## config.mk

```make
export PLATFORM = sky130hd
export DESIGN_NAME = kttc_ram
export DESIGN_NICKNAME = d
export VERILOG_FILES = /design/src/rtl/core/kttc_ram.sv
export SDC_FILE = /design/constraint.sdc
export NUM_CORES = 1
export LEC_CHECK = 0
export BUFFER_PORTS_ARGS = -buffer_cell sky130_fd_sc_hd__clkbuf_2
export CORE_MARGIN = 2
export CORE_UTILIZATION = 63
export CTS_BUF_LIST = sky130_fd_sc_hd__clkbuf_8
export CTS_CLUSTER_DIAMETER = 200
export DETAILED_ROUTE_END_ITERATION = 8
export MAX_ROUTING_LAYER = met4
export PLACE_DENSITY = 0.85
export SKIP_CTS_REPAIR_TIMING = 1
export SLEW_MARGIN = 10
export SYNTH_ARGS = -nofsm -noshare
export SYNTH_HDL_FRONTEND = slang
export SYNTH_SLANG_ARGS = --single-unit
```

## constraint.sdc

```tcl
create_clock -name clk -period 4.1 [get_ports clk]
set_input_delay 0.615 -clock clk [delete_from_list [all_inputs] [get_ports clk]]
set_output_delay 0.615 -clock clk [all_outputs]
set_load 0.1 [all_outputs]
```

## src/rtl/core/kttc_ram.sv

```systemverilog
// Generic single-clock RAM: one write port, one read port, registered read.
// No dependencies.
module kttc_ram #(
    parameter int WIDTH = 8,
    parameter int DEPTH = 16
) (
    input  logic                     clk,
    input  logic                     we,
    input  logic [$clog2(DEPTH)-1:0] waddr,
    input  logic [WIDTH-1:0]         wdata,
    input  logic [$clog2(DEPTH)-1:0] raddr,
    output logic [WIDTH-1:0]         rdata
);

    logic [WIDTH-1:0] mem [DEPTH];

    always_ff @(posedge clk)
    begin
        if (we)
        begin
            mem[waddr] <= wdata;
        end
        rdata <= mem[raddr];
    end

endmodule

```

* Yosys cells after proc, flatten, opt, wreduce, memory -nomap -nowiden
Memories as Yosys holds them, arrays and structs flattened. A register that Yosys moved wholly into a read port is not among the register bits. Cells that the tools add are included.
Cells by class: add/subtract/negate cells 0, mux-type cells 2, equality and inequality tests 0, reductions and logical operators 0, $mul 0, shifts and indexed selects 0, div/mod/pow operators 0, bitwise operators 0, $lt $le $gt $ge 0
Operators with widths (number):
- $mux 1 | 2
Storage, ports and cells: memory bits (writable) 128, memory bits (read-only) 0, bits in registers 0, memories 1, latch bits 0, bits of input ports 18
Memory list:
- mem | words 16, width 8, rd ports 1, clocked after Yosys merged registers in 1, wr ports 1, RTL line 15 | logic [WIDTH-1:0] mem [DEPTH];

* Depth between registers and ports, before layout
Gate-level depths: netlist of the first run.
word-level depth 2, depth in mapped cells 5, mapped depth without buffers 3

* Least setup slack after synthesis of the first run
OpenSTA, ideal clock, no wires.
kind input port to flip-flop, start in waddr[2], end mem mem[0][0], enable pin, setup time 0.383 ns, data arrival time 1.725 ns, cell stages on the path 2, slack 1.992 ns, cells stage by stage or3b_2 -> nor3_1
RTL lines:
- from (decl) | RTL line 9 | input logic [$clog2(DEPTH)-1:0] waddr,
- to (decl) | RTL line 15
No word-level cell before the write port.

==> flow_summary.yaml, run 1 <==
place:
  port_buffers: 25
  placed_cells: 351
  place.gp.congestion: 0.741
  hpwl_mm: 5.64
  dpl_cell_area_um2: 5350
cts:
  clkLatencyLatePin_ps: 430
  cts-buffers-inserted: 17
  cts_buffer_depth: 2
  cts_tree: "yes"
  clock-sinks: 136
  cts_max_level: 4
  cts.reportedPaths.clkPinSlew_ps: 80
  cts_root_buf: "clkbuf_8"
die:
  die-area_um2: 8910
  core_area_um2: 7810
  num_rows: 32
  ioPinCount: 26
  die_x_um: 94.4
  die_h_um: 94.4
  start_util_pct: 65.9
worst_setup_path:
  r2r_start: "mem[3][7]"
  crit_arrival_ps: 2490
  crit_path_end_kind: "flop"
  startpoint_type: "input port"
  rrSetupSlack_ps: 2750
  path_class: "in2reg"
  critPathRequiredTime_ps: 4420
  crit_fanout: 29
  startpoint: "raddr[0]"
timing:
  skew_ps: 11.5
  maxSlewViolCount: 0
  worst_pin_slew_ps: 1040
  post-route-min-period_ps: 2170
  max_freq_mhz: 462
  fin_crit_sh_pct: 52.8
  fin_tns_setup_ps: 0
  rsz0062_at_grt: "false"
  timing.slew.headroom_pct: 30.8
  hold_violations: 0
  setup_viol: 0
logic_synthesis:
  synth_seq_cells: 136
  synth_cell_types: 19
  syn_nets: 247
  synthesis.area_um2: 5150
  ys_seq_area_share_pct: 77.8
  avgSynthCellArea_um2: 22.5
  yosysWarningCount: 0
  synthCells: 229
grt:
  grt_util_all_layers_pct: 24.1
  grt_antenna_before_repair: 0
  grt_overflow: 0
  grt_pass1_vias: 2429
  grt_start_max_net_pins: 33
  grt_pass1_wl_mm: 14.0
routing:
  viasPerCell: 6.31
  wl_per_cell_um: 23.9
  firstDrtPassIters: 5
  ant_nets: 0
  drtIter0Drc: 237
  postRouteWirelength_mm: 9.14
  drc_errors: 0
  via_count: 2416
power:
  internal_power_mw: 2.18
  power.switching_fraction_pct: 22.9
  clock_power_share_pct: 37.5
  p_leak_nw: 1.91
  power_frac_seq_pct: 55.4
  power_mw: 2.82
  p_switching_mw: 0.646
  ir_drop_mv: 0.301
  power_frac_comb_pct: 7.1
  p_per_area_nw_per_um2: 491
final_layout:
  area_growth_pct: 11.6
  nNetsFinal: 286
  fin_cells: 383
  fin_area_um2: 5740
  drive_gt1_share_pct: 28.1
  diodes: 0
hold_path:
  min_from: "wdata[7]"
  hold_path_class: "in2reg"
flow_run:
  maxCapViolCount: 0
run_status:
  status: "finished clean"
critical path: stages:
cell and delay [ps]:
clkbuf_2 770, buf_4 310, mux4_2 540, a22oi_1 180, nand2_1 80
layout by cell type (no fill, tap or decap):
cell	count
edfxtp_1	128
clkbuf_2	25
clkbuf_8	19
mux4_2	18
a22oi_1	16
mux4_1	14
nor2_1	13
nand2_1	9
dfxtp_1	8
clkinvlp_4	6
buf_4	5
nor3_1	4
nand3b_1	2
nand2b_1	2
clkinv_2	2
inv_1	2
bufinv_16	2
nor2b_1	1
and2_1	1
and2b_1	1
nand3_1	1
or3b_2	1
inv_6	1
cell type report:
| cell class | instances | area, um^2 |
|---|---|---|
| Fill cell | 421 | 2060 |
| Timing Repair Buffer | 30 | 163 |
| Clock buffer | 19 | 262 |
| Multi-Input combinational cell | 83 | 1060 |
| Clock inverter | 13 | 131 |
| Tap cell | 102 | 128 |
| Sequential cell | 136 | 4000 |
kinds of logic (layout without fill, tap and decap cells):
| kind of cell | Yosys count | after routing | share of synthesized area, % |
|---|---|---|---|
| buffers and inverters | 10 | 62 | 1.68 |
| AO/OA/AOI/OAI | 16 | 16 | 2.33 |
| flip-flops | 136 | 136 | 77.8 |
| multiplexers | 32 | 32 | 15.0 |
| AND/OR/NAND/NOR | 35 | 35 | 3.18 |
cell usage after synthesis:
cell type	count	area, um^2
and2b_1	1	7.51
nand3b_1	2	15.0
nor2_1	13	48.8
clkdlybuf4s25_2	3	30.0
nand2b_1	2	12.5
nor3_1	4	20.0
or3b_2	1	8.76
a22oi_1	16	120
mux4_2	18	405
nand3_1	1	5.00
buf_4	1	7.51
mux4_1	14	368
nor2b_1	1	6.26
dfxtp_1	8	160
nand2_1	9	33.8
buf_2	3	15.0
and2_1	1	6.26
buf_6	3	33.8
edfxtp_1	128	3840
per-layer routing:
metal	track usage, %	part of all wire (%)	up-vias	wire [um]
li1	-	-	1050	-
met1	31.9	41	1240	3720
met2	37.3	51	106	4660
met3	6.15	6.5	20	594
met4	8.94	1.8	0	166
met5	-	0	-	0
flip-flops by register name, summed over array words and instances, names as in the netlist:
register and count:
rdata 8, mem 128
power groups by stage:
stage	Combinational [mW]	Sequential (mW)	Clock (mW)
CTS	0.201	1.56	1.07
floorplan	0.0789	1.66	0
finish	0.199	1.56	1.06
global placement	0.196	1.59	0
detailed placement	0.200	1.59	0
global route	0.211	1.57	1.13
metrics by stage:
stage | hold slack (ps) | setup slack [ps] | util, %
floorplan | 629 | 1990 | -
global placement | 652 | 1520 | 68.5
detailed placement | 662 | 1500 | 68.5
CTS | 581 | 1930 | 73.6
global route | 607 | 1770 | 73.6
finish | 605 | 1930 | 73.6
final timing paths:
check | endpoint | cells past startpoint
max | rdata[0] | 5
min | mem[14][7] | 1
max reg2reg | rdata[7] | 3
min reg2reg | rdata[3] | 3
Power figures use the tool's default switching activity.
==> inputs of run 2 (changes only) <==
Settings changed: CORE_UTILIZATION 63 to 57, PLACE_DENSITY 0.85 to 0.81.
Clock period 4.1 ns to 1.9 ns, I/O delays scaled along.
==> run 2 against run 1 <==
Effect of this change:
- cell count increased by 6.0%
- via count decreased by 0.66%
- power is 120% higher
- hold slack got worse by 330 ps
- sequential power rose by 120%
- flip-flop and latch count stayed put
- highest routed layer unchanged
- first-iteration DRC count is 15% lower
- clock power grew 120%
- largest cell class unchanged
==> flow_summary.yaml, run 2 (synthesis results as in run 1) <==
run_status:
  status: "finished clean"
grt:
  grt_util_all_layers_pct: 21.4
  grt_antenna_before_repair: 0
  grt_overflow: 0
  grt_pass1_vias: 2463
  grt_start_max_net_pins: 27
  grt_pass1_wl_mm: 14.1
timing:
  postLayoutSetupSlackWorst_ps: 366
  hold_violations: 0
  skew_ps: 9.00
  fin_crit_sh_pct: 80.8
  fin_tns_setup_ps: 0
  post-route-min-period_ps: 1530
  maxSlewViolCount: 0
  setup_viol: 0
  worst_hold_slack_ps: 279
  timing.slew.headroom_pct: 63.4
  rsz0062_at_grt: "false"
  max_freq_mhz: 652
  worst_pin_slew_ps: 552
worst_setup_path:
  critPathRequiredTime_ps: 1620
  crit_path_end_kind: "primary output"
  startpoint: "rdata[1]"
  crit_fanout: 1
  startpoint_type: "flop"
  crit_path_cell_trace: "clkbuf_2"
  cp_top_family: "buffers and inverters"
  crit_arrival_ps: 1250
  worstPathBufferInverterCount: 1
  path_class: "reg2out"
  r2r_start: "mem[4][7]"
  critPathMaxStageDelay_ps: 470
  crit_slowest_cell: "clkbuf_2"
flow_run:
  maxCapViolCount: 0
cts:
  cts_max_level: 4
  cts-buffers-inserted: 17
  cts_buffer_depth: 2
  clock-sinks: 136
  cts_root_buf: "clkbuf_8"
  cts_tree: "yes"
  clkLatencyLatePin_ps: 420
  cts.reportedPaths.clkPinSlew_ps: 80
final_layout:
  area_growth_pct: 15.1
  utilization_pct: 67.9
  layout_common_cells: "edfxtp_1 (128), clkbuf_2 (25), buf_4 (20)"
  largest_reg_flops: 128
  largest-register: "mem"
  drive_gt1_share_pct: 32.6
  seq_area_um2: 4000
  mostFrequentLayoutCell: "edfxtp_1"
  biggestRegsByFlops: "mem x128, rdata x8"
  fillCellCount: 558
  diodes: 0
  multiInputGateArea_um2: 1060
  nNetsFinal: 303
routing:
  firstDrtPassIters: 4
  drtIter0Drc: 202
  viasPerCell: 5.91
  drc_errors: 0
  ant_nets: 0
  postRouteWirelength_mm: 9.19
  wl_per_cell_um: 22.6
  via_count: 2400
place:
  hpwl_mm: 5.84
  dpl_worst_slack_ps: 157
  place.gp.congestion: 0.797
  port_buffers: 25
die:
  num_rows: 34
  core_area_um2: 8720
  die-area_um2: 9810
  die_h_um: 99.0
  die_x_um: 99.0
  ioPinCount: 26
  start_util_pct: 59.0
power:
  p_per_area_nw_per_um2: 1050
  power_mw: 6.19
  p_leak_nw: 2.02
  ir_drop_mv: 0.444
hold_path:
  min_from: "wdata[3]"
  hold_path_class: "in2reg"
[run 2: cell types whose count changed in the layout (fill, tap and decap cells not counted)]
cell and change:
clkbuf_8 -2, clkinv_4 +3, buf_4 +15, inv_6 +1, buf_12 +2, inv_1 -1, clkinvlp_4 -2, bufinv_16 +1
[run 2: where the power goes]
group	switching [mW]	internal, mW	total (mW)
Combinational	0.309	0.138	0.447
Sequential	0.0219	3.35	3.37
Clock	1.08	1.30	2.38
[run 2: worst paths after layout]
| path | end | slack (ps) | cells after the start |
|---|---|---|---|
| min reg2reg | rdata[2] | 680 | 3 |
| min | mem[7][3] | 280 | 1 |
| max reg2reg | rdata[7] | 540 | 3 |
| max | rdata[1] | 370 | 1 |
[run 2: cell type report]
| cell class | count | area share, % |
|---|---|---|
| sequential | 136 | 67.6 |
| multi-input combinational | 83 | 17.8 |
| timing repair buffer | 47 | 5.32 |
| clock buffer | 17 | 3.95 |
| clock inverter | 15 | 3.00 |
| tap | 108 | 2.28 |
[run 2: metrics by stage]
stage,area [um^2],cells
3_5_place_dp,5510,374
3_3_place_gp,5510,374
6_report,5920,406
2_1_floorplan,5150,229
4_1_cts,5920,406
5_1_grt,5920,406
[run 2: layer usage]
layer  wire [um]  share of wire [%]  GRT usage [%]  up-vias
met5           0                  0              -        -
met4         125                1.4           8.32        0
met3         791                8.6           5.11        9
met2        4660                 51           32.9       99
met1        3620                 39           28.3     1210
li1            -                  -              -     1082
==> inputs of run 3 (changes only) <==
Settings changed: ABC_AREA set to 1, CORE_UTILIZATION 57 to 63, PLACE_DENSITY 0.81 to 0.84.
Clock period 1.9 ns to 1.5 ns, I/O delays scaled along.
==> run 3 against run 2 <==
Effect of this change:
- combinational power grew 58%
- clock-buffer cell count unchanged
- synthesized area is 12% higher
- critical path type unchanged
- critical endpoint unchanged
==> flow_summary.yaml, run 3 <==
logic_synthesis:
  synthCells: 551
  async_reset_ff_share_pct: 0
  synth_cell_types: 12
  synthesis.area_um2: 5770
  synthTopCellsByCount: "nand2_1 (173), edfxtp_1 (128), inv_1 (100)"
  synth_seq_cells: 136
  avgSynthCellArea_um2: 10.5
  ys_seq_area_share_pct: 69.4
  yosys.area_share.simple_pct: 21.0
  synth_top_cell_area_share_pct: 66.7
  synth_top_family_by_area: "simple AND/OR/NAND/NOR gates"
  synthAdderAreaFrac_pct: 0
  synth_xor_area_share_pct: 0
  synth_compound_area_share_pct: 0
  synthFlopType: "edfxtp_1"
  synth_edf_count: 128
  yosys.area.top_type: "edfxtp_1"
  synthMuxAreaShare_pct: 0
  yosysMostFrequentCell: "nand2_1"
  synth_area_leaders: "edfxtp_1 (67%), nand2_1 (11%), nand3_1 (8.4%)"
  syn_nets: 569
  yosysWarningCount: 0
worst_setup_path:
  startpoint_type: "flop"
  crit_arrival_ps: 1250
  r2r_cells: 6
  reg2reg_to: "rdata[3]"
  crit_path_end_kind: "primary output"
  critPathRequiredTime_ps: 1270
  startpoint: "rdata[1]"
  crit_path_cell_trace: "buf_2"
  crit_fanout: 1
  critPathMaxStageDelay_ps: 450
  crit_slowest_cell: "buf_2"
  cp_top_family: "buffers and inverters"
  rrSetupSlack_ps: 430
  path_class: "reg2out"
  worstPathBufferInverterCount: 1
  r2r_start: "mem[9][3]"
hold_path:
  holdPathEnd: "rdata[6]"
  worstHoldPathCells: 3
  min_from: "raddr[3]"
  hold_path_class: "in2reg"
cts:
  cts-buffers-inserted: 17
  cts.reportedPaths.clkPinSlew_ps: 90
  clock-sinks: 136
  cts_tree: "yes"
  cts_buffer_depth: 2
  clkLatencyLatePin_ps: 440
  cts_max_level: 4
  cts_root_buf: "clkbuf_8"
die:
  start_util_pct: 65.5
  ioPinCount: 26
  core_area_um2: 8810
  die-area_um2: 9940
  die_h_um: 99.7
  num_rows: 34
  die_x_um: 99.7
grt:
  grt_util_all_layers_pct: 28.8
  grt_start_max_net_pins: 43
  grt_overflow: 0
  grt_pass1_vias: 3831
  grt_pass1_wl_mm: 20.1
  grt_antenna_before_repair: 0
final_layout:
  area_growth_pct: 11.5
  fillCellCount: 559
  mostFrequentLayoutCell: "nand2_1"
  diodes: 0
  nNetsFinal: 613
  layout_common_cells: "nand2_1 (173), edfxtp_1 (128), inv_1 (102)"
  largest-register: "mem"
  largest_reg_flops: 128
  drive_gt1_share_pct: 13.3
  biggestRegsByFlops: "mem x128, rdata x8"
timing:
  skew_ps: 16.1
  maxSlewViolCount: 0
  post-route-min-period_ps: 1480
  max_freq_mhz: 676
  setup_viol: 0
  timing.slew.headroom_pct: 61.7
  rsz0062_at_grt: "false"
  worst_hold_slack_ps: 189
  hold_violations: 0
  postLayoutSetupSlackWorst_ps: 20.8
  fin_crit_sh_pct: 98.6
  worst_pin_slew_ps: 574
  fin_tns_setup_ps: 0
flow_run:
  maxCapViolCount: 0
place:
  place.gp.congestion: 0.877
  hpwl_mm: 7.65
  port_buffers: 25
  dpl_worst_slack_ps: 154
routing:
  firstDrtPassIters: 5
  viasPerCell: 5.62
  ant_nets: 0
  wl_per_cell_um: 18.0
  via_count: 4024
  drtIter0Drc: 374
  drc_errors: 0
  postRouteWirelength_mm: 12.9
power:
  p_per_area_nw_per_um2: 1200
  ir_drop_mv: 0.736
  p_leak_nw: 2.83
run_status:
  status: "finished clean"
## run 3: changes by cell type after synthesis, moves of 10 or more
cell / delta
buf_2: +10
mux4_1: -14
nand2_1: +164
mux4_2: -18
nand3_1: +96
a22oi_1: -16
inv_1: +100
## run 3: through the flow
stage	instance area [um^2]	std cells	util, %	total power, mW
final	6430	716	73.0	7.74
after global routing	6430	716	73.0	7.97
after CTS	6430	716	73.0	7.74
after detailed placement	6070	684	68.9	5.04
after global placement	6070	684	68.9	5.02
after floorplan	5770	551	-	4.83
## run 3: worst max-delay path by stage
stage / slack, ps / depth (start not counted) / endpoint
global route: 5 / 1 / rdata[5]
CTS: -30 / 1 / rdata[1]
global placement: 200 / 5 / rdata[0]
detailed placement: 150 / 7 / rdata[3]
finish: 20 / 1 / rdata[1]
floorplan: 320 / 2 / mem[10][0]
## run 3: tightest hold or removal path: stages
cell and delay [ps]:
clkbuf_2 190, nand3_1 130, nand2_1 50
## run 3: cell type report
class                   instances  area (um^2)  share of cell area, %
clock inverters                15          129                   2.00
flip-flops and latches        136         4000                   62.3
clock buffers                  17          234                   3.64
repair buffers                 49          330                   5.14
multi-input cells             289         1210                   18.9
well taps                     108          135                   2.10
inverters                     102          383                   5.96
## run 3: report_power, final
part / internal, mW / switching, mW / total [mW]
Combinational: 0.159 / 0.548 / 0.707
Sequential: 4.24 / 0.0277 / 4.27
Clock: 1.31 / 1.45 / 2.76
## run 3: cell families (layout without fill, tap and decap cells)
logic type | count (synthesis) | after routing
simple gates | 289 | 289
flops | 136 | 136
buf+inv | 126 | 183
## run 3: per-layer routing
metal / vias to the layer above / global-route usage [%] / wire, um
met3: 34 / 5.55 / 1070
met2: 226 / 44.2 / 6360
met4: 0 / 14.0 / 381
li1: 1858 / - / -
met5: - / - / 0
met1: 1906 / 37.4 / 5050
